## src/lts_pkg.sv

```systemverilog
`default_nettype none

package lts_pkg;

    // Block sizing
    localparam int LANES         = 8;
    localparam int REPORT_PERIOD = 12;
    localparam int LANE_AW       = (LANES > 1) ? $clog2(LANES) : 1;
    localparam int PHASE_W       = $clog2(REPORT_PERIOD + 1);
    localparam int FRAME_W       = 32;
    localparam int TOTAL_W       = 32;
    localparam int CNT_W         = 8;
    localparam int CFG_IDX_W     = 2;
    localparam int CFG_DATA_W    = 8;

    // Configuration register reset values
    localparam logic [7:0] LONG_LIMIT_RST   = 8'd7;
    localparam logic [7:0] MEDIUM_LIMIT_RST = 8'd5;
    localparam logic [7:0] FLOW_LIMIT_RST   = 8'd3;

    // Headway: diff * 0.4 == (2 * diff) / 5, saturating once the quotient passes 254
    localparam int HW_SAT_DIFF = 638;
    localparam int HW_X_W      = 11;
    localparam int HW_RECIP    = 3277;
    localparam int HW_SHIFT    = 14;
    localparam int HW_P_W      = HW_X_W + 12;

    // Occupancy: count * 100 / REPORT_PERIOD through a scaled reciprocal
    localparam int PCT_SCALE = 100;
    localparam int OCC_P_W   = 15;
    localparam int OCC_SHIFT = 24;
    localparam int OCC_Q_W   = OCC_P_W + OCC_SHIFT;
    localparam int OCC_RECIP = ((1 << OCC_SHIFT) + REPORT_PERIOD - 1) / REPORT_PERIOD;

    // Register indices
    typedef enum logic [CFG_IDX_W-1:0] {
        CFG_LONG_LIMIT   = 2'd0,
        CFG_MEDIUM_LIMIT = 2'd1,
        CFG_FLOW_LIMIT   = 2'd2
    } t_cfg_idx;

    // Head zone presence codes
    localparam logic [1:0] PRES_EMPTY    = 2'd0;
    localparam logic [1:0] PRES_OCCUPIED = 2'd1;
    localparam logic [1:0] PRES_ENTERED  = 2'd2;

    // Vehicle length classes
    localparam logic [1:0] CLASS_NONE   = 2'd0;
    localparam logic [1:0] CLASS_SHORT  = 2'd1;
    localparam logic [1:0] CLASS_MEDIUM = 2'd2;
    localparam logic [1:0] CLASS_LONG   = 2'd3;

    typedef logic [LANE_AW-1:0] t_lane_addr;

    typedef struct packed {
        logic [7:0] long_length_limit;
        logic [7:0] medium_length_limit;
        logic [7:0] flow_limit;
    } t_cfg;

    typedef struct packed {
        logic [2:0]         lane;
        logic               new_frame;
        logic [1:0]         presence;
        logic               tail_present;
        logic [TOTAL_W-1:0] vehicle_total;
        logic [7:0]         vehicle_length;
        logic [7:0]         queue_length;
        logic [7:0]         speed;
        logic               visibility_fault;
        logic               blur_flag;
    } t_in_item;

    typedef struct packed {
        logic [2:0] lane_out;
        logic       full_report;
        logic [1:0] occupied_bits;
        logic [7:0] queue_out;
        logic [7:0] speed_out;
        logic [7:0] flow;
        logic [1:0] vehicle_class;
        logic [7:0] head_headway;
        logic [7:0] tail_headway;
        logic [7:0] head_occupancy;
        logic [7:0] tail_occupancy;
        logic       data_invalid;
    } t_out_item;

    // One lane's entry in the state memory
    typedef struct packed {
        logic [FRAME_W-1:0] head_last;
        logic [FRAME_W-1:0] head_prev;
        logic [FRAME_W-1:0] tail_last;
        logic [FRAME_W-1:0] tail_prev;
        logic [CNT_W-1:0]   head_count;
        logic [CNT_W-1:0]   tail_count;
        logic [TOTAL_W-1:0] flow_base;
    } t_lane_entry;

    // Hand-over from the lane update stage to the report stage
    typedef struct packed {
        logic [2:0]         lane;
        logic               full;
        logic               lane_ok;
        logic [1:0]         occupied_bits;
        logic               presence_nz;
        logic [7:0]         vehicle_length;
        logic [7:0]         queue_length;
        logic [7:0]         speed;
        logic               invalid;
        logic [TOTAL_W-1:0] vehicle_total;
        logic [TOTAL_W-1:0] old_base;
        t_lane_entry        entry;
    } t_stage;

    // Saturating count increment
    function automatic logic [CNT_W-1:0] sat_inc(input logic [CNT_W-1:0] c);
        logic [CNT_W-1:0] res;
        res = (c == '1) ? c : c + CNT_W'(1);
        return res;
    endfunction

    // Headway in seconds from two entry frames, 0 while either slot is empty
    function automatic logic [7:0] headway_sec(input logic [FRAME_W-1:0] last,
                                               input logic [FRAME_W-1:0] prev);
        logic [FRAME_W-1:0] diff;
        logic [HW_X_W-1:0]  x;
        logic [HW_P_W-1:0]  prod;
        logic [7:0]         res;
        diff = last - prev;
        x    = {diff[HW_X_W-2:0], 1'b0};
        prod = HW_P_W'(x) * HW_P_W'(HW_RECIP);
        if (last == '0 || prev == '0) begin
            res = '0;
        end else if (diff >= FRAME_W'(HW_SAT_DIFF)) begin
            res = 8'hFF;
        end else begin
            res = 8'(prod >> HW_SHIFT);
        end
        return res;
    endfunction

    // Occupancy percentage over one report period, saturated at 255
    function automatic logic [7:0] occupancy_pct(input logic [CNT_W-1:0] count);
        logic [OCC_P_W-1:0] p;
        logic [OCC_Q_W-1:0] q;
        logic [OCC_Q_W-1:0] v;
        logic [7:0]         res;
        p   = OCC_P_W'(count) * OCC_P_W'(PCT_SCALE);
        q   = OCC_Q_W'(p) * OCC_Q_W'(OCC_RECIP);
        v   = q >> OCC_SHIFT;
        res = (v > OCC_Q_W'(255)) ? 8'hFF : v[7:0];
        return res;
    endfunction

endpackage

`default_nettype wire

```

## src/lts_in_if.sv

```systemverilog
`default_nettype none

interface lts_in_if;
    import lts_pkg::*;

    logic     valid;
    logic     ready;
    t_in_item payload;

    modport source (output valid, output payload, input ready);
    modport sink   (input valid, input payload, output ready);
endinterface

`default_nettype wire

```

## src/lts_out_if.sv

```systemverilog
`default_nettype none

interface lts_out_if;
    import lts_pkg::*;

    logic      valid;
    logic      ready;
    t_out_item payload;

    modport source (output valid, output payload, input ready);
    modport sink   (input valid, input payload, output ready);
endinterface

`default_nettype wire

```

## src/lts_ram.sv

```systemverilog
`default_nettype none

module lts_ram #(
    parameter int WIDTH = 8,
    parameter int DEPTH = 8
) (
    input  wire logic                                   i_clk,
    input  wire logic                                   i_we,
    input  wire logic [((DEPTH > 1) ? $clog2(DEPTH) : 1)-1:0] i_waddr,
    input  wire logic [WIDTH-1:0]                       i_wdata,
    input  wire logic                                   i_re,
    input  wire logic [((DEPTH > 1) ? $clog2(DEPTH) : 1)-1:0] i_raddr,
    output logic      [WIDTH-1:0]                       o_rdata
);

    logic [WIDTH-1:0] mem [DEPTH];

    // One write port, one registered read port (old data on a collision)
    always_ff @(posedge i_clk) begin
        if (i_we) begin
            mem[i_waddr] <= i_wdata;
        end
        if (i_re) begin
            o_rdata <= mem[i_raddr];
        end
    end

endmodule

`default_nettype wire

```

## src/lts_lane_update.sv

```systemverilog
`default_nettype none

module lts_lane_update (
    input  wire logic    i_clk,
    input  wire logic    i_rst_n,
    lts_in_if.sink       i_in,
    input  wire logic    i_s2_ready,
    output logic         o_s2_valid,
    output lts_pkg::t_stage o_s2
);
    import lts_pkg::*;

    typedef struct packed {
        t_in_item           item;
        logic [FRAME_W-1:0] frame;
        logic               full;
    } t_s1;

    logic               r_s1_valid;
    t_s1                r_s1;
    logic [FRAME_W-1:0] r_frame, n_frame;
    logic [PHASE_W-1:0] r_phase, n_phase;
    logic [PHASE_W-1:0] phase_inc;
    logic [LANES-1:0]   r_lane_valid;
    logic               r_wr_valid;
    t_lane_addr         r_wr_addr;
    t_lane_entry        r_wr_data;

    logic        accept;
    logic        s1_fire;
    logic        lane_ok;
    logic        fwd_hit;
    logic        wr_en;
    t_lane_addr  rd_addr;
    t_lane_addr  s1_addr;
    t_lane_entry ram_q;
    t_lane_entry cur;
    t_lane_entry upd;
    t_lane_entry wb;

    assign i_in.ready = !r_s1_valid || i_s2_ready;
    assign accept     = i_in.valid && i_in.ready;
    assign s1_fire    = r_s1_valid && i_s2_ready;
    assign rd_addr    = t_lane_addr'(i_in.payload.lane);

    // Frame counter and report phase, advanced when a taken transaction starts a new frame
    assign phase_inc = r_phase + PHASE_W'(1);

    always_comb begin
        n_frame = r_frame;
        n_phase = r_phase;
        if (i_in.payload.new_frame) begin
            n_frame = r_frame + FRAME_W'(1);
            n_phase = (phase_inc >= PHASE_W'(REPORT_PERIOD)) ? '0 : phase_inc;
        end
    end

    always_ff @(posedge i_clk) begin
        if (!i_rst_n) begin
            r_frame    <= '0;
            r_phase    <= '0;
            r_s1_valid <= 1'b0;
        end else begin
            if (accept) begin
                r_frame    <= n_frame;
                r_phase    <= n_phase;
                r_s1_valid <= 1'b1;
            end else if (s1_fire) begin
                r_s1_valid <= 1'b0;
            end
        end
    end

    always_ff @(posedge i_clk) begin
        if (accept) begin
            r_s1.item  <= i_in.payload;
            r_s1.frame <= n_frame;
            r_s1.full  <= (n_phase == '0);
        end
    end

    // Per-lane state memory, read on acceptance, written as an item of an in-range lane leaves
    lts_ram #(
        .WIDTH ($bits(t_lane_entry)),
        .DEPTH (LANES)
    ) u_ram (
        .i_clk   (i_clk),
        .i_we    (wr_en),
        .i_waddr (s1_addr),
        .i_wdata (wb),
        .i_re    (accept),
        .i_raddr (rd_addr),
        .o_rdata (ram_q)
    );

    assign lane_ok = 32'(r_s1.item.lane) < 32'(LANES);
    assign s1_addr = t_lane_addr'(r_s1.item.lane);
    assign fwd_hit = r_wr_valid && (r_wr_addr == s1_addr);
    assign wr_en   = s1_fire && lane_ok;

    // Current entry: unwritten lanes read as zero, latest write bypasses the memory
    always_comb begin
        if (!lane_ok || !r_lane_valid[s1_addr]) begin
            cur = '0;
        end else if (fwd_hit) begin
            cur = r_wr_data;
        end else begin
            cur = ram_q;
        end
    end

    // Entry and occupancy updates
    always_comb begin
        upd = cur;
        if (r_s1.item.presence == PRES_ENTERED) begin
            if (cur.head_last != '0) begin
                upd.head_prev = cur.head_last;
            end
            upd.head_last = r_s1.frame;
        end else if (r_s1.item.presence == PRES_OCCUPIED) begin
            upd.head_count = sat_inc(cur.head_count);
        end
        if (r_s1.item.tail_present) begin
            if (cur.tail_last != '0) begin
                upd.tail_prev = cur.tail_last;
            end
            upd.tail_last  = r_s1.frame;
            upd.tail_count = sat_inc(cur.tail_count);
        end
    end

    // Report frame restarts the counts and the flow baseline
    always_comb begin
        wb = upd;
        if (r_s1.full) begin
            wb.head_count = '0;
            wb.tail_count = '0;
            wb.flow_base  = r_s1.item.vehicle_total;
        end
    end

    always_ff @(posedge i_clk) begin
        if (!i_rst_n) begin
            r_lane_valid <= '0;
            r_wr_valid   <= 1'b0;
        end else if (wr_en) begin
            r_lane_valid[s1_addr] <= 1'b1;
            r_wr_valid            <= 1'b1;
        end
    end

    always_ff @(posedge i_clk) begin
        if (wr_en) begin
            r_wr_addr <= s1_addr;
            r_wr_data <= wb;
        end
    end

    // Hand-over to the report stage
    assign o_s2_valid = r_s1_valid;

    always_comb begin
        o_s2.lane           = r_s1.item.lane;
        o_s2.full           = r_s1.full;
        o_s2.lane_ok        = lane_ok;
        o_s2.occupied_bits  = {r_s1.item.tail_present,
                               (r_s1.item.presence == PRES_OCCUPIED)};
        o_s2.presence_nz    = (r_s1.item.presence != PRES_EMPTY);
        o_s2.vehicle_length = r_s1.item.vehicle_length;
        o_s2.queue_length   = r_s1.item.queue_length;
        o_s2.speed          = r_s1.item.speed;
        o_s2.invalid        = r_s1.item.visibility_fault | r_s1.item.blur_flag;
        o_s2.vehicle_total  = r_s1.item.vehicle_total;
        o_s2.old_base       = cur.flow_base;
        o_s2.entry          = upd;
    end

endmodule

`default_nettype wire

```

## src/lts_report.sv

```systemverilog
`default_nettype none

module lts_report (
    input  wire logic             i_clk,
    input  wire logic             i_rst_n,
    input  wire lts_pkg::t_cfg    i_cfg,
    input  wire logic             i_s2_valid,
    input  wire lts_pkg::t_stage  i_s2,
    output logic                  o_s2_ready,
    lts_out_if.source             o_out
);
    import lts_pkg::*;

    logic               r_s2_valid;
    t_stage             r_s2;
    logic               r_out_valid;
    t_out_item          r_out;
    t_out_item          n_out;
    logic               out_free;
    logic               s2_load;
    logic               s2_fire;
    logic [TOTAL_W-1:0] delta;

    assign out_free   = !r_out_valid || o_out.ready;
    assign o_s2_ready = !r_s2_valid || out_free;
    assign s2_load    = i_s2_valid && o_s2_ready;
    assign s2_fire    = r_s2_valid && out_free;

    always_ff @(posedge i_clk) begin
        if (!i_rst_n) begin
            r_s2_valid  <= 1'b0;
            r_out_valid <= 1'b0;
        end else begin
            if (s2_load) begin
                r_s2_valid <= 1'b1;
            end else if (s2_fire) begin
                r_s2_valid <= 1'b0;
            end
            if (s2_fire) begin
                r_out_valid <= 1'b1;
            end else if (o_out.ready) begin
                r_out_valid <= 1'b0;
            end
        end
    end

    always_ff @(posedge i_clk) begin
        if (s2_load) begin
            r_s2 <= i_s2;
        end
        if (s2_fire) begin
            r_out <= n_out;
        end
    end

    assign delta = r_s2.vehicle_total - r_s2.old_base;

    // Report fields; status-only frames carry lane and occupied bits alone
    always_comb begin
        n_out               = '0;
        n_out.lane_out      = r_s2.lane;
        n_out.full_report   = r_s2.full;
        n_out.occupied_bits = r_s2.occupied_bits;
        if (r_s2.full) begin
            n_out.queue_out    = r_s2.queue_length;
            n_out.speed_out    = r_s2.speed;
            n_out.data_invalid = r_s2.invalid;
            if (!r_s2.presence_nz) begin
                n_out.vehicle_class = CLASS_NONE;
            end else if (r_s2.vehicle_length > i_cfg.long_length_limit) begin
                n_out.vehicle_class = CLASS_LONG;
            end else if (r_s2.vehicle_length > i_cfg.medium_length_limit) begin
                n_out.vehicle_class = CLASS_MEDIUM;
            end else begin
                n_out.vehicle_class = CLASS_SHORT;
            end
            if (r_s2.lane_ok) begin
                // first report after an empty baseline gives no flow
                if (r_s2.old_base != '0) begin
                    n_out.flow = (delta > TOTAL_W'(i_cfg.flow_limit)) ?
                                 i_cfg.flow_limit : delta[7:0];
                end
                n_out.head_headway   = headway_sec(r_s2.entry.head_last,
                                                   r_s2.entry.head_prev);
                n_out.tail_headway   = headway_sec(r_s2.entry.tail_last,
                                                   r_s2.entry.tail_prev);
                n_out.head_occupancy = occupancy_pct(r_s2.entry.head_count);
                n_out.tail_occupancy = occupancy_pct(r_s2.entry.tail_count);
            end
        end
    end

    assign o_out.valid   = r_out_valid;
    assign o_out.payload = r_out;

endmodule

`default_nettype wire

```

## src/lane_traffic_statistics.sv

```systemverilog
`default_nettype none

// Channel   Dir  Handshake         Payload
// i_in      in   valid/ready       t_in_item: one lane's detector result per frame
// o_out     out  valid/ready       t_out_item: one report per input transaction
// i_cfg_*   in   write enable only index 0..2, 8-bit data; no read-back
//
// One transaction per cycle sustained while the output is not stalled; a result passes the memory read,
// report stage and output register in that order before it is offered at the output.
// Per-lane state sits in one memory; the last write is bypassed to a same-lane read.
// Synchronous active-low reset clears the lane valid bits, frame counter, report phase and pipeline
// valids and presets the configuration; unwritten lanes read as zero, so no clearing pass is needed.
// A stalled output holds its result while the stages behind it keep filling.

module lane_traffic_statistics (
    input  wire logic                            i_clk,
    input  wire logic                            i_rst_n,
    lts_in_if.sink                               i_in,
    lts_out_if.source                            o_out,
    input  wire logic                            i_cfg_we,
    input  wire logic [lts_pkg::CFG_IDX_W-1:0]   i_cfg_idx,
    input  wire logic [lts_pkg::CFG_DATA_W-1:0]  i_cfg_data
);
    import lts_pkg::*;

    t_cfg   r_cfg;
    logic   s2_valid;
    logic   s2_ready;
    t_stage s2;

    // Configuration registers
    always_ff @(posedge i_clk) begin
        if (!i_rst_n) begin
            r_cfg.long_length_limit   <= LONG_LIMIT_RST;
            r_cfg.medium_length_limit <= MEDIUM_LIMIT_RST;
            r_cfg.flow_limit          <= FLOW_LIMIT_RST;
        end else if (i_cfg_we) begin
            case (i_cfg_idx)
                CFG_LONG_LIMIT: begin
                    r_cfg.long_length_limit <= i_cfg_data;
                end
                CFG_MEDIUM_LIMIT: begin
                    r_cfg.medium_length_limit <= i_cfg_data;
                end
                CFG_FLOW_LIMIT: begin
                    r_cfg.flow_limit <= i_cfg_data;
                end
                default: begin
                end
            endcase
        end
    end

    lts_lane_update u_update (
        .i_clk      (i_clk),
        .i_rst_n    (i_rst_n),
        .i_in       (i_in),
        .i_s2_ready (s2_ready),
        .o_s2_valid (s2_valid),
        .o_s2       (s2)
    );

    lts_report u_report (
        .i_clk      (i_clk),
        .i_rst_n    (i_rst_n),
        .i_cfg      (r_cfg),
        .i_s2_valid (s2_valid),
        .i_s2       (s2),
        .o_s2_ready (s2_ready),
        .o_out      (o_out)
    );

endmodule

`default_nettype wire
```

## src/flat_wrapper.sv

```systemverilog
// flat-port wrapper written by rule: the top's interface ports become plain ports
module lane_traffic_statistics_flat import lts_pkg::*;
  (i_clk, i_rst_n, i_cfg_we, i_cfg_idx, i_cfg_data, i_in_valid, i_in_payload, i_in_ready, o_out_valid, o_out_payload, o_out_ready);
  lts_in_if i_in_i ();
  lts_out_if o_out_i ();
  input  wire logic i_clk;
  input  wire logic i_rst_n;
  input  wire logic i_cfg_we;
  input  wire logic [lts_pkg::CFG_IDX_W-1:0] i_cfg_idx;
  input  wire logic [lts_pkg::CFG_DATA_W-1:0] i_cfg_data;
  input wire logic [$bits(i_in_i.valid)-1:0] i_in_valid;
  input wire logic [$bits(i_in_i.payload)-1:0] i_in_payload;
  output wire logic [$bits(i_in_i.ready)-1:0] i_in_ready;
  output wire logic [$bits(o_out_i.valid)-1:0] o_out_valid;
  output wire logic [$bits(o_out_i.payload)-1:0] o_out_payload;
  input wire logic [$bits(o_out_i.ready)-1:0] o_out_ready;
  assign i_in_i.valid = i_in_valid;
  assign i_in_i.payload = i_in_payload;
  assign i_in_ready = i_in_i.ready;
  assign o_out_valid = o_out_i.valid;
  assign o_out_payload = o_out_i.payload;
  assign o_out_i.ready = o_out_ready;
  lane_traffic_statistics u_core (.i_clk(i_clk), .i_rst_n(i_rst_n), .i_in(i_in_i), .o_out(o_out_i), .i_cfg_we(i_cfg_we), .i_cfg_idx(i_cfg_idx), .i_cfg_data(i_cfg_data));
endmodule
```

## config.mk

```make
export PLATFORM = sky130hd
export DESIGN_NAME = lane_traffic_statistics_flat
export DESIGN_NICKNAME = d
export VERILOG_FILES = /design/src/lts_pkg.sv /design/src/lts_in_if.sv /design/src/lts_out_if.sv /design/src/lts_ram.sv /design/src/lts_lane_update.sv /design/src/lts_report.sv /design/src/lane_traffic_statistics.sv /design/src/flat_wrapper.sv
export SDC_FILE = /design/constraint.sdc
export NUM_CORES = 2
export LEC_CHECK = 0
export BUFFER_PORTS_ARGS = -buffer_cell sky130_fd_sc_hd__buf_2
export CORE_MARGIN = 2
export CORE_UTILIZATION = 35
export DETAILED_ROUTE_END_ITERATION = 12
export PLACE_DENSITY = 0.53
export SLEW_MARGIN = 40
export SYNTH_ARGS = -nofsm -noshare
export SYNTH_HDL_FRONTEND = slang
export SYNTH_SLANG_ARGS = --single-unit
export TNS_END_PERCENT = 20
```

## constraint.sdc

```tcl
create_clock -name i_clk -period 44.6 [get_ports i_clk]
set_input_delay 0 -clock i_clk [delete_from_list [all_inputs] [get_ports i_clk]]
set_output_delay 0 -clock i_clk [all_outputs]
set_load 0.01 [all_outputs]
```

==> summary.txt <==
Status
  – Status: finished clean

Yosys
  – Register area share after synthesis: 0.6411
  – Post-synthesis instance area: 97,520 um^2
  – FF+latch count, synth: 2,106
  – Synth Flop Type: edfxtp_1
  – Mean Syn Cell Area: 16.00 um^2
  – Yosys warnings: 0
  – Number of enable flip-flop cells after synthesis: 2,034
  – Largest area contributor in the netlist: edfxtp_1
  – Synth area leaders: edfxtp_1, mux4_2, ha_1
  – Synth top area share: 0.6263
  – Ys async rst share: 0
  – Syn_nets: 6,797
  – Post-synthesis cell count: 6,096
  – Synth cell types: 76

Final layout
  – Synth-to-Final Area Change: 16.15%
  – Share of cells above drive strength 1: 0.1985
  – Finished Cell Area: 113,300 um^2
  – NumNets Final: 7,193
  – Non-Filler Instances: 10,390
  – Filler Cell Count: 25,170
  – Multi-input gate area: 32,910 um^2
  – Sequential cell area: 62,520 um^2
  – Core Util, Final: 0.4093

Pwr
  – Worst vdd ir: 81.62 uV
  – Pwr Total: 6.472 mW
  – Leak: 40.34 nW
  – Cell Pwr Density: 57.14 nW/um^2

Floorplanning
  – I/O pin count: 147
  – Initial Util: 0.3524
  – Chip height: 531.9 um
  – Row count: 193
  – Die width: 531.9 um
  – Die area: 282,900 um^2
  – Core Region: 276,700 um^2

Setup path
  – Crit Path Class: reg2reg
  – CP most frequent cell: inv_1
  – Critical Path AT: 9.45 ns
  – Top delay family on crit path: adder cells
  – WP data required: 45.23 ns
  – Buf+Inv Stages, Crit Path: 7
  – Worst setup SP type: flop
  – CP max stage cell: or4b_2
  – Max stage delay on crit path: 0.65 ns
  – Worst-path maximum fanout: 8
  – CP endpoint kind: flop

STA
  – Final Critical Period: 8.822 ns
  – Setup TNS: 0 ns
  – Final Worst Setup Slack: 35.78 ns
  – Fmax: 113.4 MHz
  – Final Hold Fails: 0
  – Worst hold slack: 0.09135 ns
  – Final setup vio count: 0
  – Fin Clk Skew: 0.1032 ns
  – Worst Max-Slew Pin Slew: 0.8915 ns
  – Slew Viols, Final: 0
  – RSZ-0062 raised after global routing: no
  – Final cycle utilization of the critical path: 0.1978
  – Relative slew slack: 0.4057

Routing
  – Antenna-violating nets left: 0
  – DR vias: 53,790
  – 1st-pass router iterations: 6
  – Met3 WL: 10,070 um
  – DRC Markers: 0
  – Top layer in use: met4
  – DRT iter0 DRCs: 4,185
  – Avg WL per Cell: 23.42 um
  – M1 wire length: 109,100 um
  – DR vias/cell: 5.175
  – Met2 wire length: 119,400 um
  – Drt total wl: 243,400 um

Clock tree
  – Skew-Pair Late Insertion Delay: 0.93 ns
  – TritonCTS clock tree: done
  – Num CTS Buffers: 229
  – Clock buffer depth: 4
  – Post-CTS Setup Inserts: 0
  – Clk sinks: 2,106
  – Total number of H-tree levels: 4
  – CTS Root Cell: clkbuf_16
  – Clock slew at the register clock pins of the worst setup and hold paths: 0.06 ns

Place
  – GPL Wtd Cong: 0.8527
  – Post-place setup slack: 35.70 ns
  – Placed Cells: 9,804
  – Area after DPL: 103,600 um^2
  – HPWL after DPL: 150,600 um
  – IO Port Bufs: 146

Min path
  – Worst hold-check path type: in2reg

GRT
  – Vias in the first global route: 56,060
  – First-pass GRT wire length: 364,800 um
  – GRT Total Usage: 0.1691
  – Initial antenna violation count: 9
  – Overflow after GRT: 0
  – Largest net degree at the start of global routing: 102

Job
  – Max Cap Viol: 0
per-layer routing:
layer	vias up	GRT usage
met5	-	0
met4	0	0.03597
met3	284	0.02068
met2	1156	0.2883
met1	28060	0.2314
li1	24290	-
flip-flops by register name (all words and copies together) (netlist names), 8 cells and up:
signal and flops:
u_core.r_cfg 24, u_core.u_report.o_out.payload 65, u_core.u_report.r_s2 138, u_core.u_update.o_s2 58
u_core.u_update.r_frame 32, u_core.u_update.r_lane_valid 8, u_core.u_update.r_s1 36, u_core.u_update.r_wr_data 144
u_core.u_update.u_ram.mem 1408, u_core.u_update.u_ram.o_rdata 176
worst reg2reg max path, delay by kind of cell (launching register included):
family,cells,cell delay [ns]
adder cells (fa/ha/maj),10,3.93
XOR/XNOR,2,0.44
buffers and inverters,7,0.67
flip-flops,1,0.50
AND/OR/NAND/NOR,6,1.20
AO/OA/AOI/OAI,9,1.85
cell type report:
type,count,share of cell area
Inverter,496,0.01655
Clock inverter,145,0.01489
Sequential cell,2106,0.5520
Antenna cell,3,0.00006628
Tap cell,3705,0.04093
Multi-Input combinational cell,3251,0.2905
Timing Repair Buffer,408,0.03224
Clock buffer,280,0.05282
cell usage in the layout, fill, tap and decap left out, drive strengths merged, types with 51 or more instances in the layout:
| master | count |
|---|---|
| xor2 | 65 |
| mux2 | 212 |
| xnor2 | 123 |
| mux4 | 354 |
| o31ai | 76 |
| o21a | 58 |
| clkinv | 88 |
| a211oi | 143 |
| nand3 | 85 |
| fa | 161 |
| nand2 | 321 |
| nand4 | 51 |
| nor2 | 191 |
| a21oi | 204 |
| a21o | 55 |
| mux2i | 101 |
| clkbuf | 281 |
| dfxtp | 72 |
| nor2b | 57 |
| and2 | 52 |
| dlygate4sd3 | 160 |
| ha | 460 |
| inv | 509 |
| o21ai | 91 |
| edfxtp | 2034 |
| buf | 247 |
synth_stat cells (55+ instances only):
| library cell | instances |
|---|---|
| mux2i_1 | 101 |
| a21o_1 | 55 |
| xnor2_1 | 123 |
| xor2_1 | 65 |
| o21ai_0 | 91 |
| a211oi_1 | 131 |
| fa_1 | 161 |
| o31ai_1 | 76 |
| mux2_2 | 212 |
| nor2_1 | 191 |
| a21oi_1 | 204 |
| nor2b_1 | 57 |
| nand2_1 | 321 |
| edfxtp_1 | 2034 |
| inv_1 | 496 |
| mux4_2 | 354 |
| nand3_1 | 85 |
| o21a_1 | 58 |
| clkbuf_1 | 181 |
| ha_1 | 460 |
| dfxtp_1 | 72 |
kinds of logic (layout without fill, tap and decap cells):
kind of cell,after synthesis,count (layout),share of synthesized area
AND/OR/NAND/NOR,980,980,0.04888
AO/OA/AOI/OAI,795,795,0.05527
XOR/XNOR,188,188,0.01688
buffers and inverters,739,1329,0.02919
other,0,3,0
flip-flops,2106,2106,0.6411
adder cells (fa/ha/maj),621,621,0.09207
multiplexers,667,667,0.1166
worst paths after layout:
kind / startpoint / end / slack (ns) / cells after the start
max: u_core.u_report.r_s2[34]$_DFFE_PP_ / u_core.u_report.o_out.payload[1]$_SDFFCE_PN0P_ / 35.78 / 34
min: o_out_ready / u_core.u_report.o_out.valid$_SDFFE_PN0P_ / 0.09 / 4
max reg2reg: u_core.u_report.r_s2[34]$_DFFE_PP_ / u_core.u_report.o_out.payload[1]$_SDFFCE_PN0P_ / 35.78 / 34
min reg2reg: u_core.u_update.o_s2[242]$_DFFE_PP_ / u_core.u_report.r_s2[242]$_DFFE_PP_ / 0.41 / 0
report_power, final:
group | switching [mW] | total (mW) | internal, mW | leakage [nW]
Combinational | 1.27 | 2.26 | 0.989 | 16.9
Clock | 0.796 | 1.94 | 1.15 | 3.73
Sequential | 0.0279 | 2.27 | 2.24 | 19.7
repair_timing:
item                      CTS  global route
hold endpoints to repair  212             0
hold buffers              160             0
gates resized for setup     0             0
Power figures use the tool's default switching activity.
